[src/sv/pkeq_pkg.sv]
// Shared types and constants for the peaking EQ biquad filter.
`timescale 1ns / 1ps
`default_nettype none

package pkeq_pkg;

   localparam int COEF_WIDTH    = 32;
   localparam int GUARD_BITS    = 8;
   localparam int CSR_ADDR_WIDTH = 5;
   localparam int CSR_DATA_WIDTH = 32;
   localparam int REG_IDX_WIDTH = 3;

   localparam logic [REG_IDX_WIDTH-1:0] REG_COEF_B0 = 3'd0;
   localparam logic [REG_IDX_WIDTH-1:0] REG_COEF_B1 = 3'd1;
   localparam logic [REG_IDX_WIDTH-1:0] REG_COEF_B2 = 3'd2;
   localparam logic [REG_IDX_WIDTH-1:0] REG_COEF_A1 = 3'd3;
   localparam logic [REG_IDX_WIDTH-1:0] REG_COEF_A2 = 3'd4;

   typedef logic [COEF_WIDTH-1:0] coef_word_type;

   typedef struct packed {
      coef_word_type b0;
      coef_word_type b1;
      coef_word_type b2;
      coef_word_type a1;
      coef_word_type a2;
   } coef_set_type;

   typedef enum logic [2:0] {
      MUL_B0,
      MUL_B1,
      MUL_B2,
      MUL_A1,
      MUL_A2
   } mul_sel_type;

   typedef struct packed {
      logic        load_in;
      mul_sel_type mul_sel;
      logic        do_acc;
      logic        do_rnd;
      logic        do_t2;
      logic        do_fb1;
      logic        do_fb2;
      logic        do_wb;
   } cmd_type;

endpackage

`default_nettype wire

[src/sv/pkeq_csr.sv]
// Coefficient register file behind the APB-style configuration port.
`timescale 1ns / 1ps
`default_nettype none

module pkeq_csr
   import pkeq_pkg::*;
#(
   parameter int COEF_FRAC_BITS = 26
) (
   input  wire logic                      clock,
   input  wire logic                      reset,
   input  wire logic                      csr_psel,
   input  wire logic                      csr_penable,
   input  wire logic                      csr_pwrite,
   input  wire logic [CSR_ADDR_WIDTH-1:0] csr_paddr,
   input  wire logic [CSR_DATA_WIDTH-1:0] csr_pwdata,
   output logic      [CSR_DATA_WIDTH-1:0] csr_prdata,
   output logic                           csr_pready,
   output coef_set_type                   coefs
);

   localparam coef_word_type COEF_UNITY =
      {{(COEF_WIDTH-1-COEF_FRAC_BITS){1'b0}}, 1'b1, {COEF_FRAC_BITS{1'b0}}};

   coef_set_type coef_ff;
   coef_set_type coef_in;
   logic [REG_IDX_WIDTH-1:0] reg_idx;
   logic write_en;

   assign csr_pready = 1'b1;
   assign reg_idx    = csr_paddr[CSR_ADDR_WIDTH-1:2];
   assign write_en   = csr_psel & csr_penable & csr_pwrite & csr_pready;

   always_comb begin
      coef_in = coef_ff;
      if (write_en) begin
         case (reg_idx)
            REG_COEF_B0: coef_in.b0 = csr_pwdata;
            REG_COEF_B1: coef_in.b1 = csr_pwdata;
            REG_COEF_B2: coef_in.b2 = csr_pwdata;
            REG_COEF_A1: coef_in.a1 = csr_pwdata;
            REG_COEF_A2: coef_in.a2 = csr_pwdata;
            default: coef_in = coef_ff;
         endcase
      end
   end

   always_comb begin
      case (reg_idx)
         REG_COEF_B0: csr_prdata = coef_ff.b0;
         REG_COEF_B1: csr_prdata = coef_ff.b1;
         REG_COEF_B2: csr_prdata = coef_ff.b2;
         REG_COEF_A1: csr_prdata = coef_ff.a1;
         REG_COEF_A2: csr_prdata = coef_ff.a2;
         default: csr_prdata = '0;
      endcase
   end

   always_ff @(posedge clock) begin
      if (reset) begin
         coef_ff.b0 <= COEF_UNITY;
         coef_ff.b1 <= '0;
         coef_ff.b2 <= '0;
         coef_ff.a1 <= '0;
         coef_ff.a2 <= '0;
      end else begin
         coef_ff <= coef_in;
      end
   end

   assign coefs = coef_ff;

endmodule

`default_nettype wire

[src/sv/pkeq_ctrl.sv]
// Sequencer that steps one item through the shared multiplier schedule.
`timescale 1ns / 1ps
`default_nettype none

module pkeq_ctrl
   import pkeq_pkg::*;
(
   input  wire logic clock,
   input  wire logic reset,
   input  wire logic req_valid,
   output logic      req_stall,
   output logic      rsp_valid,
   input  wire logic rsp_stall,
   output cmd_type   cmd
);

   typedef enum logic [7:0] {
      ST_IDLE = 8'b0000_0001,
      ST_MB0  = 8'b0000_0010,
      ST_ACC  = 8'b0000_0100,
      ST_RND  = 8'b0000_1000,
      ST_T2   = 8'b0001_0000,
      ST_FB1  = 8'b0010_0000,
      ST_FB2  = 8'b0100_0000,
      ST_WB   = 8'b1000_0000
   } state_type;

   state_type state_ff;
   state_type state_in;
   logic rsp_valid_ff;
   logic rsp_valid_in;
   logic out_free;

   assign out_free = ~rsp_valid_ff | ~rsp_stall;

   always_comb begin
      state_in     = state_ff;
      rsp_valid_in = rsp_valid_ff & rsp_stall;
      cmd          = '0;
      cmd.mul_sel  = MUL_B0;
      case (state_ff)
         ST_IDLE: begin
            if (req_valid) begin
               cmd.load_in = 1'b1;
               state_in    = ST_MB0;
            end
         end
         ST_MB0: begin
            cmd.mul_sel = MUL_B0;
            state_in    = ST_ACC;
         end
         ST_ACC: begin
            cmd.do_acc  = 1'b1;
            cmd.mul_sel = MUL_B1;
            state_in    = ST_RND;
         end
         ST_RND: begin
            cmd.do_rnd  = 1'b1;
            cmd.mul_sel = MUL_B2;
            state_in    = ST_T2;
         end
         ST_T2: begin
            cmd.do_t2   = 1'b1;
            cmd.mul_sel = MUL_A1;
            state_in    = ST_FB1;
         end
         ST_FB1: begin
            cmd.do_fb1  = 1'b1;
            cmd.mul_sel = MUL_A2;
            state_in    = ST_FB2;
         end
         ST_FB2: begin
            cmd.do_fb2 = 1'b1;
            state_in   = ST_WB;
         end
         ST_WB: begin
            if (out_free) begin
               cmd.do_wb    = 1'b1;
               rsp_valid_in = 1'b1;
               state_in     = ST_IDLE;
            end
         end
         default: begin
            state_in = ST_IDLE;
         end
      endcase
   end

   always_ff @(posedge clock) begin
      if (reset) begin
         state_ff     <= ST_IDLE;
         rsp_valid_ff <= 1'b0;
      end else begin
         state_ff     <= state_in;
         rsp_valid_ff <= rsp_valid_in;
      end
   end

   assign req_stall = (state_ff != ST_IDLE);
   assign rsp_valid = rsp_valid_ff;

endmodule

`default_nettype wire

[src/sv/pkeq_dp.sv]
// Datapath: shared multiplier, accumulators, delay state and output register.
`timescale 1ns / 1ps
`default_nettype none

module pkeq_dp
   import pkeq_pkg::*;
#(
   parameter int SAMPLE_WIDTH   = 24,
   parameter int COEF_FRAC_BITS = 26,
   parameter int STATE_WIDTH    = 48
) (
   input  wire logic                    clock,
   input  wire logic                    reset,
   input  wire cmd_type                 cmd,
   input  wire coef_set_type            coefs,
   input  wire logic [SAMPLE_WIDTH-1:0] req_sample_in,
   input  wire logic                    req_block_end,
   output logic      [SAMPLE_WIDTH-1:0] rsp_sample_out,
   output logic                         rsp_block_end_out
);

   localparam int SW = SAMPLE_WIDTH;
   localparam int ST = STATE_WIDTH;
   localparam int PROD_SHIFT = COEF_FRAC_BITS - GUARD_BITS;
   localparam int MW = COEF_WIDTH + SW;
   localparam int PW = MW - PROD_SHIFT;
   localparam int AW = ((PW + 1 > ST) ? PW + 1 : ST) + 1;
   localparam int QW = ST + 1 - GUARD_BITS;
   localparam int RW = ((QW > SW) ? QW : SW) + 1;
   localparam logic [ST:0] RND_HALF =
      {{(ST+1-GUARD_BITS){1'b0}}, 1'b1, {(GUARD_BITS-1){1'b0}}};

   function automatic logic [ST-1:0] sat_state(input logic [AW-1:0] v);
      logic [AW-ST:0] top;
      top = v[AW-1:ST-1];
      if ((&top) || ~(|top)) begin
         return v[ST-1:0];
      end else if (v[AW-1]) begin
         return {1'b1, {(ST-1){1'b0}}};
      end else begin
         return {1'b0, {(ST-1){1'b1}}};
      end
   endfunction

   logic [SW-1:0] x_ff, x_in;
   logic          last_ff, last_in;
   logic [SW-1:0] y_ff, y_in;
   logic [MW-1:0] prod_ff, prod_in;
   logic [AW-1:0] acc_ff, acc_in;
   logic [AW-1:0] t2_ff, t2_in;
   logic [ST-1:0] d1_ff, d1_in;
   logic [ST-1:0] d2_ff, d2_in;
   logic [SW-1:0] out_sample_ff, out_sample_in;
   logic          out_last_ff, out_last_in;

   logic signed [COEF_WIDTH-1:0] coef_sel;
   logic signed [SW-1:0]         op_sel;
   logic signed [MW-1:0]         prod_full;
   logic [PW-1:0]  p_term;
   logic [AW-1:0]  p_ext;
   logic [AW-1:0]  d1_ext;
   logic [AW-1:0]  d2_ext;
   logic [ST-1:0]  acc_sat;
   logic [ST-1:0]  d1_sat;
   logic [ST-1:0]  d2_sat;
   logic [ST-1:0]  acc_st;
   logic [ST:0]    rnd_sum;
   logic [RW-1:0]  rnd_ext;
   logic [RW-SW:0] rnd_top;
   logic [SW-1:0]  y_sat;

   always_comb begin
      case (cmd.mul_sel)
         MUL_B0: coef_sel = coefs.b0;
         MUL_B1: coef_sel = coefs.b1;
         MUL_B2: coef_sel = coefs.b2;
         MUL_A1: coef_sel = coefs.a1;
         MUL_A2: coef_sel = coefs.a2;
         default: coef_sel = coefs.b0;
      endcase
   end

   assign op_sel    = (cmd.mul_sel == MUL_A1 || cmd.mul_sel == MUL_A2) ? y_ff : x_ff;
   assign prod_full = coef_sel * op_sel;
   assign prod_in   = prod_full;

   assign p_term = prod_ff[MW-1:PROD_SHIFT];
   assign p_ext  = {{(AW-PW){p_term[PW-1]}}, p_term};
   assign d1_ext = {{(AW-ST){d1_ff[ST-1]}}, d1_ff};
   assign d2_ext = {{(AW-ST){d2_ff[ST-1]}}, d2_ff};

   assign acc_sat = sat_state(p_ext + d1_ext);
   assign d1_sat  = sat_state(acc_ff + d2_ext);
   assign d2_sat  = sat_state(t2_ff);

   assign acc_st  = acc_ff[ST-1:0];
   assign rnd_sum = {acc_st[ST-1], acc_st} + RND_HALF;
   assign rnd_ext = {{(RW-QW){rnd_sum[ST]}}, rnd_sum[ST:GUARD_BITS]};
   assign rnd_top = rnd_ext[RW-1:SW-1];

   always_comb begin
      if ((&rnd_top) || ~(|rnd_top)) begin
         y_sat = rnd_ext[SW-1:0];
      end else if (rnd_ext[RW-1]) begin
         y_sat = {1'b1, {(SW-1){1'b0}}};
      end else begin
         y_sat = {1'b0, {(SW-1){1'b1}}};
      end
   end

   always_comb begin
      x_in          = x_ff;
      last_in       = last_ff;
      y_in          = y_ff;
      acc_in        = acc_ff;
      t2_in         = t2_ff;
      d1_in         = d1_ff;
      d2_in         = d2_ff;
      out_sample_in = out_sample_ff;
      out_last_in   = out_last_ff;
      if (cmd.load_in) begin
         x_in    = req_sample_in;
         last_in = req_block_end;
      end
      if (cmd.do_acc) begin
         acc_in = {{(AW-ST){acc_sat[ST-1]}}, acc_sat};
      end
      if (cmd.do_rnd) begin
         y_in   = y_sat;
         acc_in = p_ext;
      end
      if (cmd.do_t2) begin
         t2_in = p_ext;
      end
      if (cmd.do_fb1) begin
         acc_in = acc_ff - p_ext;
      end
      if (cmd.do_fb2) begin
         t2_in = t2_ff - p_ext;
      end
      if (cmd.do_wb) begin
         d1_in         = last_ff ? '0 : d1_sat;
         d2_in         = last_ff ? '0 : d2_sat;
         out_sample_in = y_ff;
         out_last_in   = last_ff;
      end
   end

   always_ff @(posedge clock) begin
      x_ff          <= x_in;
      last_ff       <= last_in;
      y_ff          <= y_in;
      prod_ff       <= prod_in;
      acc_ff        <= acc_in;
      t2_ff         <= t2_in;
      out_sample_ff <= out_sample_in;
      out_last_ff   <= out_last_in;
   end

   always_ff @(posedge clock) begin
      if (reset) begin
         d1_ff <= '0;
         d2_ff <= '0;
      end else begin
         d1_ff <= d1_in;
         d2_ff <= d2_in;
      end
   end

   assign rsp_sample_out    = out_sample_ff;
   assign rsp_block_end_out = out_last_ff;

endmodule

`default_nettype wire

[src/sv/peaking_eq_biquad_filter.sv]
// Peaking EQ biquad (transposed direct form II) with one shared multiplier.
// An item steps through states MB0, ACC, RND, T2, FB1, FB2, WB; WB waits while the output stalls.
// A new item is taken only when idle, as the five products go through one multiplier.
// Reset clears delay state, sequencer and output valid; b0 returns to unity and the rest to zero.
`timescale 1ns / 1ps
`default_nettype none

module peaking_eq_biquad_filter
   import pkeq_pkg::*;
#(
   parameter int SAMPLE_WIDTH   = 24,
   parameter int COEF_FRAC_BITS = 26,
   parameter int STATE_WIDTH    = 48
) (
   input  wire logic                      clock,
   input  wire logic                      reset,
   input  wire logic                      req_valid,
   output logic                           req_stall,
   input  wire logic [SAMPLE_WIDTH-1:0]   req_sample_in,
   input  wire logic                      req_block_end,
   output logic                           rsp_valid,
   input  wire logic                      rsp_stall,
   output logic      [SAMPLE_WIDTH-1:0]   rsp_sample_out,
   output logic                           rsp_block_end_out,
   input  wire logic                      csr_psel,
   input  wire logic                      csr_penable,
   input  wire logic                      csr_pwrite,
   input  wire logic [CSR_ADDR_WIDTH-1:0] csr_paddr,
   input  wire logic [CSR_DATA_WIDTH-1:0] csr_pwdata,
   output logic      [CSR_DATA_WIDTH-1:0] csr_prdata,
   output logic                           csr_pready
);

   coef_set_type coefs;
   cmd_type      cmd;

   pkeq_csr #(
      .COEF_FRAC_BITS(COEF_FRAC_BITS)
   ) u_csr (
      .clock      (clock),
      .reset      (reset),
      .csr_psel   (csr_psel),
      .csr_penable(csr_penable),
      .csr_pwrite (csr_pwrite),
      .csr_paddr  (csr_paddr),
      .csr_pwdata (csr_pwdata),
      .csr_prdata (csr_prdata),
      .csr_pready (csr_pready),
      .coefs      (coefs)
   );

   pkeq_ctrl u_ctrl (
      .clock    (clock),
      .reset    (reset),
      .req_valid(req_valid),
      .req_stall(req_stall),
      .rsp_valid(rsp_valid),
      .rsp_stall(rsp_stall),
      .cmd      (cmd)
   );

   pkeq_dp #(
      .SAMPLE_WIDTH  (SAMPLE_WIDTH),
      .COEF_FRAC_BITS(COEF_FRAC_BITS),
      .STATE_WIDTH   (STATE_WIDTH)
   ) u_dp (
      .clock            (clock),
      .reset            (reset),
      .cmd              (cmd),
      .coefs            (coefs),
      .req_sample_in    (req_sample_in),
      .req_block_end    (req_block_end),
      .rsp_sample_out   (rsp_sample_out),
      .rsp_block_end_out(rsp_block_end_out)
   );

endmodule

`default_nettype wire
[config.mk]
export PLATFORM = sky130hd
export DESIGN_NAME = peaking_eq_biquad_filter
export DESIGN_NICKNAME = d
export VERILOG_FILES = /design/src/sv/pkeq_pkg.sv /design/src/sv/pkeq_csr.sv /design/src/sv/pkeq_ctrl.sv /design/src/sv/pkeq_dp.sv /design/src/sv/peaking_eq_biquad_filter.sv
export SDC_FILE = /design/constraint.sdc
export NUM_CORES = 2
export LEC_CHECK = 0
export ABC_AREA = 1
export ABC_CLOCK_PERIOD_IN_PS = 18300
export BUFFER_PORTS_ARGS = -buffer_cell sky130_fd_sc_hd__buf_2
export CORE_MARGIN = 2
export CORE_UTILIZATION = 66
export CTS_BUF_LIST = sky130_fd_sc_hd__clkbuf_16
export DETAILED_ROUTE_END_ITERATION = 7
export PLACE_DENSITY = 0.83
export SYNTH_ARGS = -nofsm -noshare
export SYNTH_HDL_FRONTEND = slang
export SYNTH_SLANG_ARGS = --single-unit
[constraint.sdc]
create_clock -name clock -period 18.3 [get_ports clock]
set_input_delay 2.745 -clock clock [delete_from_list [all_inputs] [get_ports clock]]
set_output_delay 2.745 -clock clock [all_outputs]
set_load 0.005 [all_outputs]
=== Word-level counts from Yosys, hierarchy flattened ===
Index checks and enable logic that the tools add are counted.

* Add/subtract/negate cells: 5
* Multiply operators: 1
* Divide/modulo/power cells: 0
* Order comparisons: 0
* Equal/unequal tests: 19
* Shift-type cells: 0
* Mux-type cells: 33
* Bitwise operators: 10
* Reduce and logical (&&, ||, !) cells: 22

{| class="wikitable"
|+ Operators with widths
! kind !! number
|-
| 48-bit two-way mux || 8
|-
| 49-bit two-way mux || 5
|-
| 32-bit one-hot mux with 5 select lines || 1
|-
| 32-bit one-hot mux with 4 select lines || 1
|-
| 49-bit subtractor || 2
|-
| 24-bit two-way mux || 3
|-
| 8-bit one-hot mux with 8 select lines || 1
|-
| 32-bit by 24-bit multiplier with 56-bit output || 1
|-
| 38-bit by 48-bit adder with 49-bit output || 1
|-
| 48-bit by 9-bit adder with 49-bit output (second input constant) || 1
|-
| 49-bit adder || 1
|-
| 18-bit AND reduction || 1
|-
| 2-bit AND reduction || 9
|-
| 18-bit OR reduction || 1
|-
| 8-bit two-way mux || 2
|-
| 3-bit by 2-bit == test with 1-bit output (second input constant) || 4
|-
| 3-bit one-hot mux with 4 select lines || 1
|-
| 1-bit two-way mux || 11
|-
| 8-bit by 1-bit == test with 1-bit output (second input constant) || 1
|-
| 8-bit by 2-bit == test with 1-bit output (second input constant) || 1
|-
| 8-bit by 3-bit == test with 1-bit output (second input constant) || 1
|-
| 8-bit by 4-bit == test with 1-bit output (second input constant) || 1
|-
| 8-bit by 5-bit == test with 1-bit output (second input constant) || 1
|-
| 8-bit by 6-bit == test with 1-bit output (second input constant) || 1
|-
| 15 further kinds || 30
|}

* Bits in registers: 493
* Latch bits: 0
* RAM bits: 0
* ROM bits: 0
* Input bits: 69
* Output and inout bits: 60
* Logic and storage cells: 107
* Memories: 0

=== Depth between registers and ports, before layout ===
* Depth in word-level cells: 8
* Depth in mapped cells: 41
* Gate-level depth less buffers: 38

=== Modules after synthesis ===
From an unflattened synthesis, not the netlist that was laid out.

* Cells, all modules: 8728
* Area total of the unflattened synthesis: 62962.9 µm²

{| class="wikitable"
|+ By module, submodules not included
! module !! instances !! cells an instance !! area each (µm²) !! seq. area each (µm²)
|-
| pkeq_dp || 1 || 7347 || 54414.7 || 7847.5
|-
| pkeq_csr || 1 || 1294 || 7980.2 || 3203.1
|-
| pkeq_ctrl || 1 || 87 || 568.0 || 180.2
|}

=== Least setup slack after synthesis ===
No wires, ideal clock.

* Path kind: reg-to-reg
* From: register u_ctrl.state_ff[1]
* To: register u_dp.prod_ff[54]
* Setup time: 0.072 ns
* Arrival time: 7.172 ns
* Required time: 18.228 ns
* Slack: 11.056 ns
* Cell stages (with the launch flop): 35
* Buffers on the path: 4
* Clock period less this slack: 7.244 ns
* Path through: dfxtp_1 nor2_2 nand2_2 inv_4 nand2_2 nand2_2 buf_6 buf_4 nand2_1 o21ai_0 inv_1 buf_2 buf_1 nor2_1 fa_1 inv_1 fa_1 inv_1 fa_1 inv_1 fa_1 inv_1 fa_1 inv_1 fa_1 fa_1 inv_1 ha_1 inv_1 nor3_1 nand2_1 o311ai_0 a31oi_1 nand2_1 xor2_1

* Cells in the longest elaborated chain, start to end: 6
* Elaborated cells between the ends (all ways): 13
* Classes of those cells: mul: 1; eq/ne: 8; mux: 3; reduce/logical: 1

{| class="wikitable"
|+ RTL lines
! item !! line !! text
|-
| start, declared || pkeq_ctrl.sv:28 || <nowiki>state_type state_ff;</nowiki>
|-
| start signal, assigned || pkeq_ctrl.sv:94 || <nowiki>state_ff <= state_in;</nowiki>
|-
| 8-bit by 6-bit == test with 1-bit output (tied with other cells) || pkeq_ctrl.sv:41 || <nowiki>case (state_ff)</nowiki>
|-
| 3-bit one-hot mux with 4 select lines (*) || pkeq_ctrl.sv:41 ||
|-
| branches (longest 3 deep; another with 32-bit one-hot mux with 4 select lines) || - ||
|-
| 32-bit by 24-bit multiplier with 56-bit output (*) || pkeq_dp.sv:84 || <nowiki>assign prod_full = coef_sel * op_sel;</nowiki>
|-
| named net u_dp.prod_full[54] || pkeq_dp.sv:58 || <nowiki>logic signed [MW-1:0] prod_full;</nowiki>
|-
| end signal, assigned || pkeq_dp.sv:153 || <nowiki>prod_ff <= prod_in;</nowiki>
|-
| end, declared || pkeq_dp.sv:48 || <nowiki>logic [MW-1:0] prod_ff, prod_in;</nowiki>
|}

Mark *: on every way through the listed nets, which the timed path passes.
A chain may end at the register's enable or synchronous reset.

=== Worst setup path after layout ===
* From: register u_ctrl.state_ff[3]
* To: register u_dp.prod_ff[53]

Same word-level chain as after synthesis.

==> flow_metrics.tcl <==
set metrics [dict create \
    worst_slew_pin_slew_ns 1.42 \
    arrival_ns 11.06 \
    syn_nets 9394 \
    skew_ns 0.0414 \
    fmax_ghz 0.0955 \
    ctsResizeCount 0 \
    rsz0062_at_grt "no" \
    grt_pass1_vias 59960 \
    synthMuxAreaShare_pct 0 \
    ys.flop_type "dfxtp_1" \
    fin_crit_ns 10.47 \
    cts_root_buffer "clkbuf_16" \
    leakagePower_nw 30.2 \
    drtAntennaViolNets 0 \
    setup_viol 0 \
    synth_xor_area_share_pct 2.72 \
    top_level_ports 129 \
    clock_latency_ns 0.67 \
    dp_hpwl_um 188000 \
    h-tree-depth 2 \
    drv_slew 0 \
    synth_top_family_by_area "adder cells" \
    syn_to_final_growth_pct 5.54 \
    yosysSeqAreaShare_pct 18.5 \
    syn-cell-area_mm2 0.0607 \
    required_ns 18.88 \
    dieArea_mm2 0.0944 \
    wl_per_cell_um 25.2 \
    post-route-period-util_pct 57.2 \
    cts-hold-fix-buffers 0 \
    ys_types 65 \
    critical_path_class "register to register" \
    synth_cells 8198 \
    clock_path_buffers 3 \
    slowest_delay_ns 1.08 \
    synth_simple_gate_area_share_pct 21.7 \
    synth_compound_area_share_pct 12.9 \
    drc 33 \
    synth_edf_count 172 \
    fin_nets 9365 \
    ys_seq_elements 475 \
    clk_pin_slew_worst_paths_ns 0.06 \
    dr.first_iter.drc_count 7423 \
    core_area_mm2 0.0914 \
    slowest_stage "clkinv_1" \
    start_util_pct 66.4 \
    status "complete, but fails checks" \
    worst_slack_ns 7.83 \
    ir_drop_mv 0.0962 \
    crit_fanout 35 \
    place_congestion 1.09 \
    die_h_um 307 \
    drive_gt1_share_pct 5.16 \
    synth-adder-area-share_pct 33.0 \
    hold_depth 0 \
    cts_tree "built" \
    finalHoldViolCount 0 \
    io_buffers 125 \
    numCtsBuffers 55 \
    cts_setup_buffers 0 \
    grt_pass1_wl_um 353000 \
    relSlewSlack_pct 5.55 \
    cap_violations 0 \
    dpl_worst_slack_ns 8.31 \
    finalPower_mw 5.20 \
    hp-class "register to register" \
    fp.dieW_um 307 \
    cts.sink_count 475 \
    drt-pass1-iter-count 8 \
    endpoint_kind "register" \
    antenna_found_initial 18 \
    violations "DRC" \
    rows 111 \
    via_count 59538 \
    ys_warn_count 0 \
    start_kind "register" \
    crit_path_frequent_cell "fa_1" \
    grt_util_all_layers_pct 50.2 \
    finalSetupTns_ns 0 \
    wl_um 238000 \
    grt_overflow 0 \
    synth.avg_cell_area_um2 7.40 \
    synthArstFlopShare_pct 0 \
    power-per-cell-area_mw_per_mm2 81.2 \
    worstRegToRegCells 32 \
    grt_max_degree 105 \
    vias_per_cell 6.32 \
]
final cells by class:
| class | instances | area, µm² |
|---|---|---|
| diodes | 21 | 52.6 |
| clock buffers | 61 | 1530 |
| clock inverters | 37 | 269 |
| fillers | 7289 | 27300 |
| inverters | 1476 | 5540 |
| multi-input cells | 5966 | 42800 |
| flip-flops and latches | 475 | 11200 |
| well taps | 1186 | 1480 |
| repair buffers | 195 | 1150 |
cells in the final DEF (no fill, tap or decap), types with 9 or more instances in the layout:
master and n:
a21boi_0 9, a21o_1 38, a21oi_1 613, a221o_1 16
a221oi_1 46, a31oi_1 50, and3_1 9, buf_2 124
buf_4 71, clkbuf_16 61, clkinv_1 17, dfxtp_1 303
diode_2 21, edfxtp_1 172, fa_1 786, ha_1 341
inv_1 1448, inv_2 26, nand2_1 1699, nand2_2 17
nand3_1 264, nand3_2 9, nand3b_1 11, nand4_1 47
nor2_1 1046, nor2_2 11, nor3_1 62, nor4_1 28
o21a_1 30, o21ai_0 433, o21ai_1 20, o21ai_2 21
o21bai_1 30, o22ai_1 47, or2_2 29, xnor2_1 76
xor2_1 109
power by group:
group / leakage (nW) / internal [mW] / switching, mW
combinational: 25.3 / 0.836 / 1.98
sequential: 4.02 / 1.19 / 0.0726
clock: 0.906 / 0.628 / 0.495
Yosys cell counts, types with 76 or more instances:
master / instances / area, µm²
a21oi_1: 613 / 3070
clkbuf_1: 202 / 758
dfxtp_1: 303 / 6070
edfxtp_1: 172 / 5160
fa_1: 786 / 15700
ha_1: 341 / 4270
inv_1: 1440 / 5410
nand2_1: 1700 / 6380
nand3_1: 264 / 1320
nor2_1: 1049 / 3940
o21ai_0: 443 / 2220
xnor2_1: 76 / 666
xor2_1: 109 / 955
critical path, delay by kind of cell, from the launching register on:
family / cells / cell delay [ns]
compound gates: 2 / 0.61
xor+xnor: 1 / 0.18
fa+ha+maj: 8 / 4.01
buf+inv: 8 / 2.37
flops: 1 / 0.34
simple gates: 13 / 2.81
state kept, by name (all words and copies together), names as in the netlist, 8 cells and up:
| signal | cells |
|---|---|
| u_csr.coefs | 160 |
| u_ctrl.state_ff | 8 |
| u_dp.rsp_sample_out | 24 |
| u_dp.d2_ff | 48 |
| u_dp.y_ff | 24 |
| u_dp.x_ff | 24 |
| u_dp.d1_ff | 48 |
| u_dp.prod_ff | 38 |
| u_dp.t2_ff | 49 |
| u_dp.acc_ff | 49 |
cells by family after synthesis:
kind of cell	count (synthesis)
buf+inv	1757
compound gates	1396
fa+ha+maj	1127
simple gates	3255
xor+xnor	187
other cells	1
flops	475
per-stage QoR:
step	cells	area, µm²	hold WS [ns]	util, %
2_1_floorplan	8198	60700	0.418	-
3_3_place_gp	9298	62200	0.429	68.1
3_5_place_dp	9298	62200	0.433	68.1
4_1_cts	9396	64000	0.447	70.0
5_1_grt	9406	64000	0.457	70.1
6_report	9417	64100	0.446	70.1
path summary, 6_finish.rpt:
kind | from | to | slack [ns]
max | u_ctrl.state_ff[3] | u_dp.prod_ff[53] | 7.83
min | u_dp.y_ff[9] | u_dp.rsp_sample_out[9] | 0.45
max reg2reg | u_ctrl.state_ff[3] | u_dp.prod_ff[53] | 7.83
min reg2reg | u_dp.y_ff[9] | u_dp.rsp_sample_out[9] | 0.45
metal layers:
layer	vias to the layer above	global-route usage (%)	share of wire, %
li1	25736	-	-
met1	27701	56.4	33
met2	4582	76.4	43
met3	1517	15.7	13
met4	2	46.3	12
met5	-	0	0.0046
Note: power is estimated with default switching activity, not from simulation.
